[config.mk]
export PLATFORM = sky130hd
export DESIGN_NAME = sorted_priority_queue_flat
export DESIGN_NICKNAME = d
export VERILOG_FILES = /design/src/hw/rtl/spq_pkg.sv /design/src/hw/rtl/spq_if.sv /design/src/hw/rtl/spq_cell.sv /design/src/hw/rtl/sorted_priority_queue.sv /design/src/flat_wrapper.sv
export SDC_FILE = /design/constraint.sdc
export NUM_CORES = 2
export LEC_CHECK = 0
export BUFFER_PORTS_ARGS = -buffer_cell sky130_fd_sc_hd__buf_4
export CORE_ASPECT_RATIO = 0.7
export CORE_MARGIN = 2
export CORE_UTILIZATION = 45
export DETAILED_ROUTE_END_ITERATION = 10
export PLACE_DENSITY = 0.64
export SYNTH_ARGS = -nofsm -noshare
export SYNTH_HDL_FRONTEND = slang
export SYNTH_SLANG_ARGS = --single-unit
[constraint.sdc]
create_clock -name clock -period 11.6 [get_ports clock]
set_clock_uncertainty 0.1 [all_clocks]
set_input_delay 2.32 -clock clock [delete_from_list [all_inputs] [get_ports clock]]
set_output_delay 2.32 -clock clock [all_outputs]
set_load 0.01 [all_outputs]
[src/hw/rtl/spq_pkg.sv]
// ----------------------------------------------------------------------------
// Sorted priority queue package
// Entry and control types, command and status codes.
// ----------------------------------------------------------------------------
package spq_pkg;

   localparam logic       CMD_INSERT   = 1'b0;
   localparam logic       CMD_TAKE     = 1'b1;

   localparam logic [1:0] STATUS_DONE  = 2'd0;
   localparam logic [1:0] STATUS_FULL  = 2'd1;
   localparam logic [1:0] STATUS_EMPTY = 2'd2;

   localparam int         DATA_W       = 32;
   localparam int         LIMIT_W      = 5;
   localparam int         OCC_W        = 5;
   localparam logic [LIMIT_W-1:0] LIMIT_RESET = 5'd16;

   typedef struct packed {
      logic signed [DATA_W-1:0] val;
      logic signed [DATA_W-1:0] prio;
   } spq_entry_type;

   typedef struct packed {
      logic ins_en;
      logic take_en;
   } spq_ctl_type;

endpackage

[src/hw/rtl/spq_if.sv]
// ----------------------------------------------------------------------------
// Sorted priority queue channels
// Valid/ready channels for requests, responses and the limit register.
// ----------------------------------------------------------------------------
interface spq_req_if;
   logic               valid;
   logic               ready;
   logic               command;
   logic signed [31:0] in_value;
   logic signed [31:0] in_priority;

   modport source (output valid, output command, output in_value, output in_priority,
                   input ready);
   modport sink   (input valid, input command, input in_value, input in_priority,
                   output ready);
endinterface

interface spq_rsp_if;
   logic               valid;
   logic               ready;
   logic signed [31:0] out_value;
   logic signed [31:0] out_priority;
   logic [1:0]         status;
   logic [4:0]         occupancy;

   modport source (output valid, output out_value, output out_priority, output status,
                   output occupancy, input ready);
   modport sink   (input valid, input out_value, input out_priority, input status,
                   input occupancy, output ready);
endinterface

interface spq_csr_if;
   logic       valid;
   logic       ready;
   logic [4:0] capacity_limit;

   modport source (output valid, output capacity_limit, input ready);
   modport sink   (input valid, input capacity_limit, output ready);
endinterface

[src/hw/rtl/spq_cell.sv]
// ----------------------------------------------------------------------------
// Sorted priority queue cell
// Holds one entry; shifts right on insert below it, left on take.
// ----------------------------------------------------------------------------
module spq_cell
   import spq_pkg::*;
(
   input  logic          clock,
   input  spq_ctl_type   ctl,
   input  logic          occupied,
   input  spq_entry_type new_entry,
   input  spq_entry_type left_entry,
   input  logic          left_lower,
   input  spq_entry_type right_entry,
   output spq_entry_type entry,
   output logic          lower
);

   spq_entry_type entry_ff;
   spq_entry_type entry_in;
   logic          write_en;

   // free cells count as lower so the new entry lands at the tail
   assign lower = !occupied || (entry_ff.prio < new_entry.prio);

   always_comb begin
      entry_in = entry_ff;
      write_en = 1'b0;
      if (ctl.take_en) begin
         entry_in = right_entry;
         write_en = 1'b1;
      end else if (ctl.ins_en && lower) begin
         entry_in = left_lower ? left_entry : new_entry;
         write_en = 1'b1;
      end
   end

   always_ff @(posedge clock) begin
      if (write_en) begin
         entry_ff <= entry_in;
      end
   end

   assign entry = entry_ff;

endmodule

[src/hw/rtl/sorted_priority_queue.sv]
// ----------------------------------------------------------------------------
// Sorted priority queue
// Entries kept in descending priority order in a row of shifting cells.
// ----------------------------------------------------------------------------
// Usage:
//   req: command (insert or take), in_value, in_priority.
//   rsp: out_value, out_priority, status, occupancy; one item per request.
//   csr: capacity_limit write, always ready; write only while idle.
// Latency: the response is valid the cycle after the request is accepted.
// Throughput: one item per cycle while rsp is not stalled. Every cell
//   compares its priority with the incoming one and shifts in the same
//   cycle, so no pass over the row is needed.
// Insert goes behind all entries of equal or higher priority; an insert at
//   the limit (capped to DEPTH) is dropped with status full. A take returns
//   the head; from an empty queue it returns zeros with status empty.
// Reset: queue empty, limit 16. Entry storage is not cleared.
// Stall: the response register holds while rsp.ready is low; a new request
//   is taken only when the register is free or draining in that cycle.
// ----------------------------------------------------------------------------
module sorted_priority_queue
   import spq_pkg::*;
#(
   parameter int DEPTH = 16
)
(
   input  logic clock,
   input  logic reset,
   spq_req_if.sink   req,
   spq_rsp_if.source rsp,
   spq_csr_if.sink   csr
);

   localparam int CNT_W = $clog2(DEPTH + 1);
   localparam int CMP_W = (CNT_W > LIMIT_W) ? CNT_W : LIMIT_W;
   localparam logic [CMP_W-1:0] DEPTH_C = CMP_W'(DEPTH);

   logic [CNT_W-1:0]   count_ff, count_in;
   logic [LIMIT_W-1:0] limit_ff;
   logic               rsp_valid_ff;
   spq_entry_type      rsp_entry_ff, rsp_entry_in;
   logic [1:0]         status_ff, status_in;
   logic [OCC_W-1:0]   occ_ff;

   logic               accept;
   logic               full;
   logic [CMP_W-1:0]   limit_eff;
   spq_ctl_type        ctl;
   spq_entry_type      new_entry;

   spq_entry_type      cell_entry [DEPTH];
   logic               cell_lower [DEPTH];

   assign req.ready = !rsp_valid_ff || rsp.ready;
   assign accept    = req.valid && req.ready;
   assign csr.ready = 1'b1;

   assign limit_eff = (CMP_W'(limit_ff) > DEPTH_C) ? DEPTH_C : CMP_W'(limit_ff);
   assign full      = CMP_W'(count_ff) >= limit_eff;

   assign new_entry.val  = req.in_value;
   assign new_entry.prio = req.in_priority;

   always_comb begin
      ctl.ins_en   = accept && (req.command == CMD_INSERT) && !full;
      ctl.take_en  = accept && (req.command == CMD_TAKE) && (count_ff != '0);
      count_in     = count_ff;
      rsp_entry_in = '0;
      status_in    = STATUS_DONE;
      if (ctl.ins_en) begin
         count_in = count_ff + 1'b1;
      end else if (ctl.take_en) begin
         count_in     = count_ff - 1'b1;
         rsp_entry_in = cell_entry[0];
      end else if (req.command == CMD_INSERT) begin
         status_in = STATUS_FULL;
      end else begin
         status_in = STATUS_EMPTY;
      end
   end

   for (genvar i = 0; i < DEPTH; i++) begin : g_cell
      spq_cell u_cell (
         .clock       (clock),
         .ctl         (ctl),
         .occupied    (count_ff > CNT_W'(i)),
         .new_entry   (new_entry),
         .left_entry  ((i == 0) ? new_entry : cell_entry[(i == 0) ? 0 : i - 1]),
         .left_lower  ((i == 0) ? 1'b0 : cell_lower[(i == 0) ? 0 : i - 1]),
         .right_entry (cell_entry[(i == DEPTH - 1) ? i : i + 1]),
         .entry       (cell_entry[i]),
         .lower       (cell_lower[i])
      );
   end

   always_ff @(posedge clock) begin
      if (reset) begin
         count_ff     <= '0;
         limit_ff     <= LIMIT_RESET;
         rsp_valid_ff <= 1'b0;
      end else begin
         if (csr.valid) begin
            limit_ff <= csr.capacity_limit;
         end
         if (accept) begin
            count_ff     <= count_in;
            rsp_valid_ff <= 1'b1;
         end else if (rsp.ready) begin
            rsp_valid_ff <= 1'b0;
         end
      end
   end

   always_ff @(posedge clock) begin
      if (accept) begin
         rsp_entry_ff <= rsp_entry_in;
         status_ff    <= status_in;
         occ_ff       <= OCC_W'(count_in);
      end
   end

   assign rsp.valid        = rsp_valid_ff;
   assign rsp.out_value    = rsp_entry_ff.val;
   assign rsp.out_priority = rsp_entry_ff.prio;
   assign rsp.status       = status_ff;
   assign rsp.occupancy    = occ_ff;

endmodule

[src/flat_wrapper.sv]
// flat-port wrapper written by rule: the top's interface ports become plain ports
module sorted_priority_queue_flat import spq_pkg::*;
#(
   parameter int DEPTH = 16
)
  (clock, reset, req_valid, req_command, req_in_value, req_in_priority, req_ready, rsp_valid, rsp_out_value, rsp_out_priority, rsp_status, rsp_occupancy, rsp_ready, csr_valid, csr_capacity_limit, csr_ready);
  spq_req_if req_i ();
  spq_rsp_if rsp_i ();
  spq_csr_if csr_i ();
  input  logic clock;
  input  logic reset;
  input wire logic [$bits(req_i.valid)-1:0] req_valid;
  input wire logic [$bits(req_i.command)-1:0] req_command;
  input wire logic [$bits(req_i.in_value)-1:0] req_in_value;
  input wire logic [$bits(req_i.in_priority)-1:0] req_in_priority;
  output wire logic [$bits(req_i.ready)-1:0] req_ready;
  output wire logic [$bits(rsp_i.valid)-1:0] rsp_valid;
  output wire logic [$bits(rsp_i.out_value)-1:0] rsp_out_value;
  output wire logic [$bits(rsp_i.out_priority)-1:0] rsp_out_priority;
  output wire logic [$bits(rsp_i.status)-1:0] rsp_status;
  output wire logic [$bits(rsp_i.occupancy)-1:0] rsp_occupancy;
  input wire logic [$bits(rsp_i.ready)-1:0] rsp_ready;
  input wire logic [$bits(csr_i.valid)-1:0] csr_valid;
  input wire logic [$bits(csr_i.capacity_limit)-1:0] csr_capacity_limit;
  output wire logic [$bits(csr_i.ready)-1:0] csr_ready;
  assign req_i.valid = req_valid;
  assign req_i.command = req_command;
  assign req_i.in_value = req_in_value;
  assign req_i.in_priority = req_in_priority;
  assign req_ready = req_i.ready;
  assign rsp_valid = rsp_i.valid;
  assign rsp_out_value = rsp_i.out_value;
  assign rsp_out_priority = rsp_i.out_priority;
  assign rsp_status = rsp_i.status;
  assign rsp_occupancy = rsp_i.occupancy;
  assign rsp_i.ready = rsp_ready;
  assign csr_i.valid = csr_valid;
  assign csr_i.capacity_limit = csr_capacity_limit;
  assign csr_ready = csr_i.ready;
  sorted_priority_queue #(.DEPTH(DEPTH)) u_core (.clock(clock), .reset(reset), .req(req_i), .rsp(rsp_i), .csr(csr_i));
endmodule
; After elaboration in Yosys (flattened, before gate mapping)
; Cells that the tools add are included.
[word_totals]
input_bits = 75
wordCells = 251
output_inout_bits = 74
regBits = 1106
[op_classes]
addsub = 2
n_reduce_logical = 91
bitwise_logic = 2
magnitude_cmp = 34
mux = 83
[ops]
columns = op, count
row1 = $mux W64, 45
row2 = $lt A32 B32 Y1, 16
row3 = $gt A5 B4 Y1 const B, 8
row4 = $mux W1, 34
row5 = $reduce_bool A2 Y1, 16
row6 = $reduce_and A2 Y1, 15
row7 = $logic_and A1 B1 Y1, 21
row8 = $gt A5 B3 Y1 const B, 4
row9 = $logic_not A1 Y1, 18
row10 = $logic_or A1 B1 Y1, 17
row11 = $mux W5, 3
row12 = $gt A5 B1 Y1 const B, 2
row13 = $gt A5 B2 Y1 const B, 2
row14 = $add A5 B1 Y5 const B, 1
row15 = $ge A5 B5 Y1, 1
row16 = $gt A5 B5 Y1 const B, 1
row17 = $reduce_bool A5 Y1, 1
row18 = $sub A5 B1 Y5 const B, 1
row19 = $reduce_or A2 Y1, 2
row20 = $reduce_and A3 Y1, 1
row21 = $mux W2, 1
row22 = $not A1 Y1, 2

; Logic depth before layout (Yosys ltp)
[depth]
depth_word = 9
depth_mapped = 13

; Modules after synthesis
; From an unflattened synthesis, not the netlist that was laid out.
[unflattened]
hier_cells = 6577
area_unflattened_um2 = 68356.8
[modules_own_cells]
columns = mod, n_inst, seq_area_each_um2, cells_each, area_each_um2
row1 = spq_cell at u_core.g_cell[0].u_cell ..., 12, 1921.8, 395, 4061.4
row2 = spq_cell at u_core.g_cell[7].u_cell ..., 3, 1921.8, 391, 4008.8
row3 = spq_cell at u_core.g_cell[12].u_cell, 1, 1921.8, 395, 4062.6
row4 = sorted_priority_queue, 1, 2352.3, 269, 3530.9

; Worst setup path after synthesis
; Ideal clock, no wire load.
[synth_path]
path_type = in2reg
startpoint = in req_in_priority[25]
endpoint = reg u_core.g_cell[3].u_cell.entry_ff, in the netlist u_core.g_cell[3].u_cell.entry[0], enable pin
arrival_ns = 9.182
stages = 12
path_buffers = 3
setup_ns = 0.575
t_required_ns = 10.925
slack_ns = 1.743
path_cell_list = clkbuf_1 -> inv_1 -> ha_1 -> a21oi_1 -> o21ai_0 -> a221oi_1 -> o211ai_1 -> o221ai_1 -> nor2_1 -> buf_2 -> buf_1 -> o21ai_0
[synth_via]
elab_chain_len = 6
[synth_lines]
columns = element, line
row1 = "start, declared", flat_wrapper.sv:15  ; input wire logic [$bits(req_i.in_priority)-1:0] req_in_priority;
row2 = $lt A32 B32 Y1 (*), spq_cell.sv:24  ; assign lower = !occupied || (entry_ff.prio < new_entry.prio);
row3 = $logic_or A1 B1 Y1 (*), spq_cell.sv:24
row4 = $logic_and A1 B1 Y1 (*), spq_cell.sv:32  ; end else if (ctl.ins_en && lower) begin
row5 = $mux W1, spq_cell.sv:32
row6 = $mux W1, spq_cell.sv:29  ; if (ctl.take_en) begin
row7 = $reduce_and A2 Y1 (no line) (*), n/a
row8 = "end signal, assigned", spq_cell.sv:40  ; entry_ff <= entry_in;
row9 = "end, declared", spq_cell.sv:19  ; spq_entry_type entry_ff;
; Mark *: on every way between the ends. The rest lies on a longest branch, timed or not.
; A chain may end at the register's enable or synchronous reset.

==> impl_results.md <==
- DR WL/cell: 28.67 µm
- Ys async rst share: 0%
- PortBufs: 147
- CTS Hold Bufs: 0
- R2r setup slk: 5.68 ns
- WL final: 232.4 mm
- Initial antenna violation count: 16
- Final Cycle Share: 66.79%
- Drt first pass iters: 6
- Die height: 322.8 µm
- Synthesized area: 65320 µm²
- Most common cell in the netlist: edfxtp_1
- Final hold vios: 0
- Ys Warns: 0
- Sinks on Clock Net: 1106
- PwrDens: 222.0 nW/µm²
- Endpoint class of the critical path: flip-flop
- Max Root-Sink Buffers: 3
- Vias in the first global route: 50720
- Iter 0 DRT Violations: 8293
- Relative slew slack: 17.35%
- P_leak: 25.96 nW
- Worst r2r dst: u_core.g_cell[10].u_cell.entry[38]$_DFFE_PP_
- Status: completed
- Main area contributors after synthesis: edfxtp_1, ha_1, nand2_1, o211ai_1, nand3_1
- Tot GR Track Use: 30.56%
- Worst Min Path Start: u_core.limit_ff[0]$_SDFFE_PP0P_
- Most area-hungry cell type in the Yosys netlist: edfxtp_1
- Largest net degree at the start of global routing: 233
- Maxcap violations: 0
- Total Neg Setup Slack: 0 ns
- Fin crit period: 7.747 ns
- Ports: 149
- Max-slew violations: 0
- CTS Buf Count: 113
- Initial core utilization: 45.50%
- CTS tree: built
- First-pass GRT wire length: 339.9 mm
- Total Power: 15.85 mW
- Syn avg cell area: 10.36 µm²
- Synth Flop Type: edfxtp_1
- Measured slew at the worst slew-check pin: 1.240 ns
- Die X: 459.4 µm
- Total grt overflow: 0
- Worst skew pair latency: 0.80 ns
- DRT antenna net count: 0
- Number of flops mapped to enable cells by yosys: 1095
- # resized after CTS: 0
- Nets: 6699
- DR vias: 53990
- Worst hold path type: reg -> reg
- Synth Instances: 6302
- Die Area: 148300 µm²
- Post-synthesis sequential area ratio: 50.68%
- Post-layout util: 49.72%
- Setup Fix Bufs, Post-CTS: 0
- Clock tree root buffer cell: clkbuf_16
- CP Launch Type: input pin
- Unrepaired setup endpoints after global routing: no
- Worst Hold End: u_core.limit_ff[0]$_SDFFE_PP0P_
- Share of the synthesized area in the top cell type: 50.34%
- Hold Crit Depth: 2
- Core area: 143500 µm²
- Reg2reg path depth: 11
- Vias per cell: 6.662
- Clk slew on worst S/H paths: 0.06 ns
- Drt drc: 0
- Placer Congestion: 0.9748
- Synth top cells by count: edfxtp_1, nand2_1, ha_1, nand3_1, o211ai_1
- Worst EP required: 11.98 ns
- WP data arrival: 8.13 ns
- Layout cell share with drive strength beyond 1: 9.240%
- Post-Syn Nets: 6883
- Crit Path Category: in -> reg
- Distinct cells, synth: 62
- Row cnt: 116
- Area Growth Syn to Fin: 9.264%
- CP max FO: 38
- Max frequency: 129.1 MHz
- Htree depth: 3
- Dpl hpwl: 146.0 mm
- FF-to-FF Start: u_core.g_cell[9].u_cell.entry[15]$_DFFE_PP_
- Peak VDD IR: 0.1769 mV
- Synth Register Bits: 1106
- Final setup fails: 0
==> layout make-up <==
| cell class | count | area (µm²) |
|---|---|---|
| antenna | 4 | 10.01 |
| clock buffer | 143 | 3053 |
| clock inverter | 66 | 570.5 |
| fill | 12890 | 72180 |
| inverter | 56 | 212.7 |
| multi-input combinational | 4612 | 30260 |
| sequential | 1106 | 33100 |
| tap | 1888 | 2362 |
| timing repair buffer | 229 | 1794 |
==> power by group <==
part	total, mW	leakage (nW)	internal, mW	switching [mW]
clock	3.70	1.77	1.98	1.72
sequential	6.73	10.4	5.97	0.756
combinational	5.42	13.8	1.78	3.64
==> critical path, cell delays in order <==
cell,delay (ns)
buf_4,0.16
inv_1,0.65
ha_1,0.31
nand4_1,0.25
or4_1,0.67
nor4_1,0.89
o31ai_1,0.33
a31o_1,0.33
a221oi_4,0.25
buf_4,0.63
buf_4,0.91
mux2i_1,0.27
o21ai_1,0.08
==> through the flow <==
| step | cells | instance area [µm²] | hold slack (ns) | setup slack, ns |
|---|---|---|---|---|
| 2_1_floorplan | 6302 | 65320 | 0.3520 | 1.743 |
| 3_3_place_gp | 7891 | 67730 | 0.3871 | 3.141 |
| 3_5_place_dp | 7891 | 67730 | 0.4176 | 3.234 |
| 4_1_cts | 8100 | 71360 | 0.4415 | 4.062 |
| 5_1_grt | 8103 | 71360 | 0.4634 | 3.809 |
| 6_report | 8104 | 71370 | 0.4393 | 3.853 |
==> worst max-delay path by stage <==
stage,startpoint,end,cells after the start
finish,req_in_priority[15],u_core.g_cell[10].u_cell.entry[38]$_DFFE_PP_,13
CTS,req_in_priority[15],u_core.g_cell[10].u_cell.entry[33]$_DFFE_PP_,13
detailed placement,req_in_priority[15],u_core.g_cell[10].u_cell.entry[54]$_DFFE_PP_,13
global route,req_in_priority[15],u_core.g_cell[10].u_cell.entry[26]$_DFFE_PP_,13
global placement,req_in_priority[10],u_core.g_cell[10].u_cell.entry[39]$_DFFE_PP_,11
floorplan,req_in_priority[25],u_core.g_cell[3].u_cell.entry[0]$_DFFE_PP_,12
==> cell families after synthesis <==
logic type | count (synthesis) | share of synthesized area, %
flip-flops | 1106 | 50.68
other | 1 | 0.005741
adder cells (fa/ha/maj) | 506 | 9.693
AO/OA/AOI/OAI | 1754 | 17.87
XOR/XNOR | 5 | 0.06706
multiplexers | 262 | 4.138
buffers and inverters | 584 | 3.607
AND/OR/NAND/NOR | 2084 | 13.94
==> flip-flops by register name, indices dropped and copies added, names as in the netlist <==
register                    count
u_core.rsp.out_value           32
u_core.rsp.occupancy            5
u_core.rsp.status               2
u_core.rsp.out_priority        32
u_core.g_cell.u_cell.entry   1024
u_core.limit_ff                 5
u_core.count_ff                 5
u_core.rsp.valid                1
==> layer usage <==
metal	vias to the layer above	GRT usage, %	share of wire [%]	wire length (µm)
met5	-	0	0.018	41
met4	6	9.693	3.1	7234
met3	398	6.688	12	26780
met2	3260	43.07	41	95620
met1	26640	46.26	44	102700
li1	23680	-	-	-
==> cell usage in the layout (no fill, tap or decap), types with 7 or more instances in the layout <==
cell / instances
nand2b_1: 23
nand4_1: 78
o21ai_4: 8
a2111oi_0: 7
clkbuf_1: 21
clkbuf_16: 115
nor2_1: 330
o31ai_1: 71
a211oi_1: 21
nand2_1: 974
clkinv_1: 24
a21oi_1: 269
ha_1: 506
nor4_1: 7
o21ai_0: 260
and4_1: 11
edfxtp_1: 1095
clkbuf_8: 7
o221a_2: 65
nand2_4: 10
a21o_1: 136
nand3_1: 461
and2_1: 71
dfxtp_1: 11
o21a_1: 11
mux2i_1: 197
clkinv_2: 23
a221oi_1: 7
o2bb2ai_1: 64
inv_1: 55
nor2b_1: 18
mux2_2: 64
o211ai_1: 460
o21ai_1: 119
nor3_1: 83
a31oi_1: 200
buf_4: 223
Power figures use the tool's default switching activity.
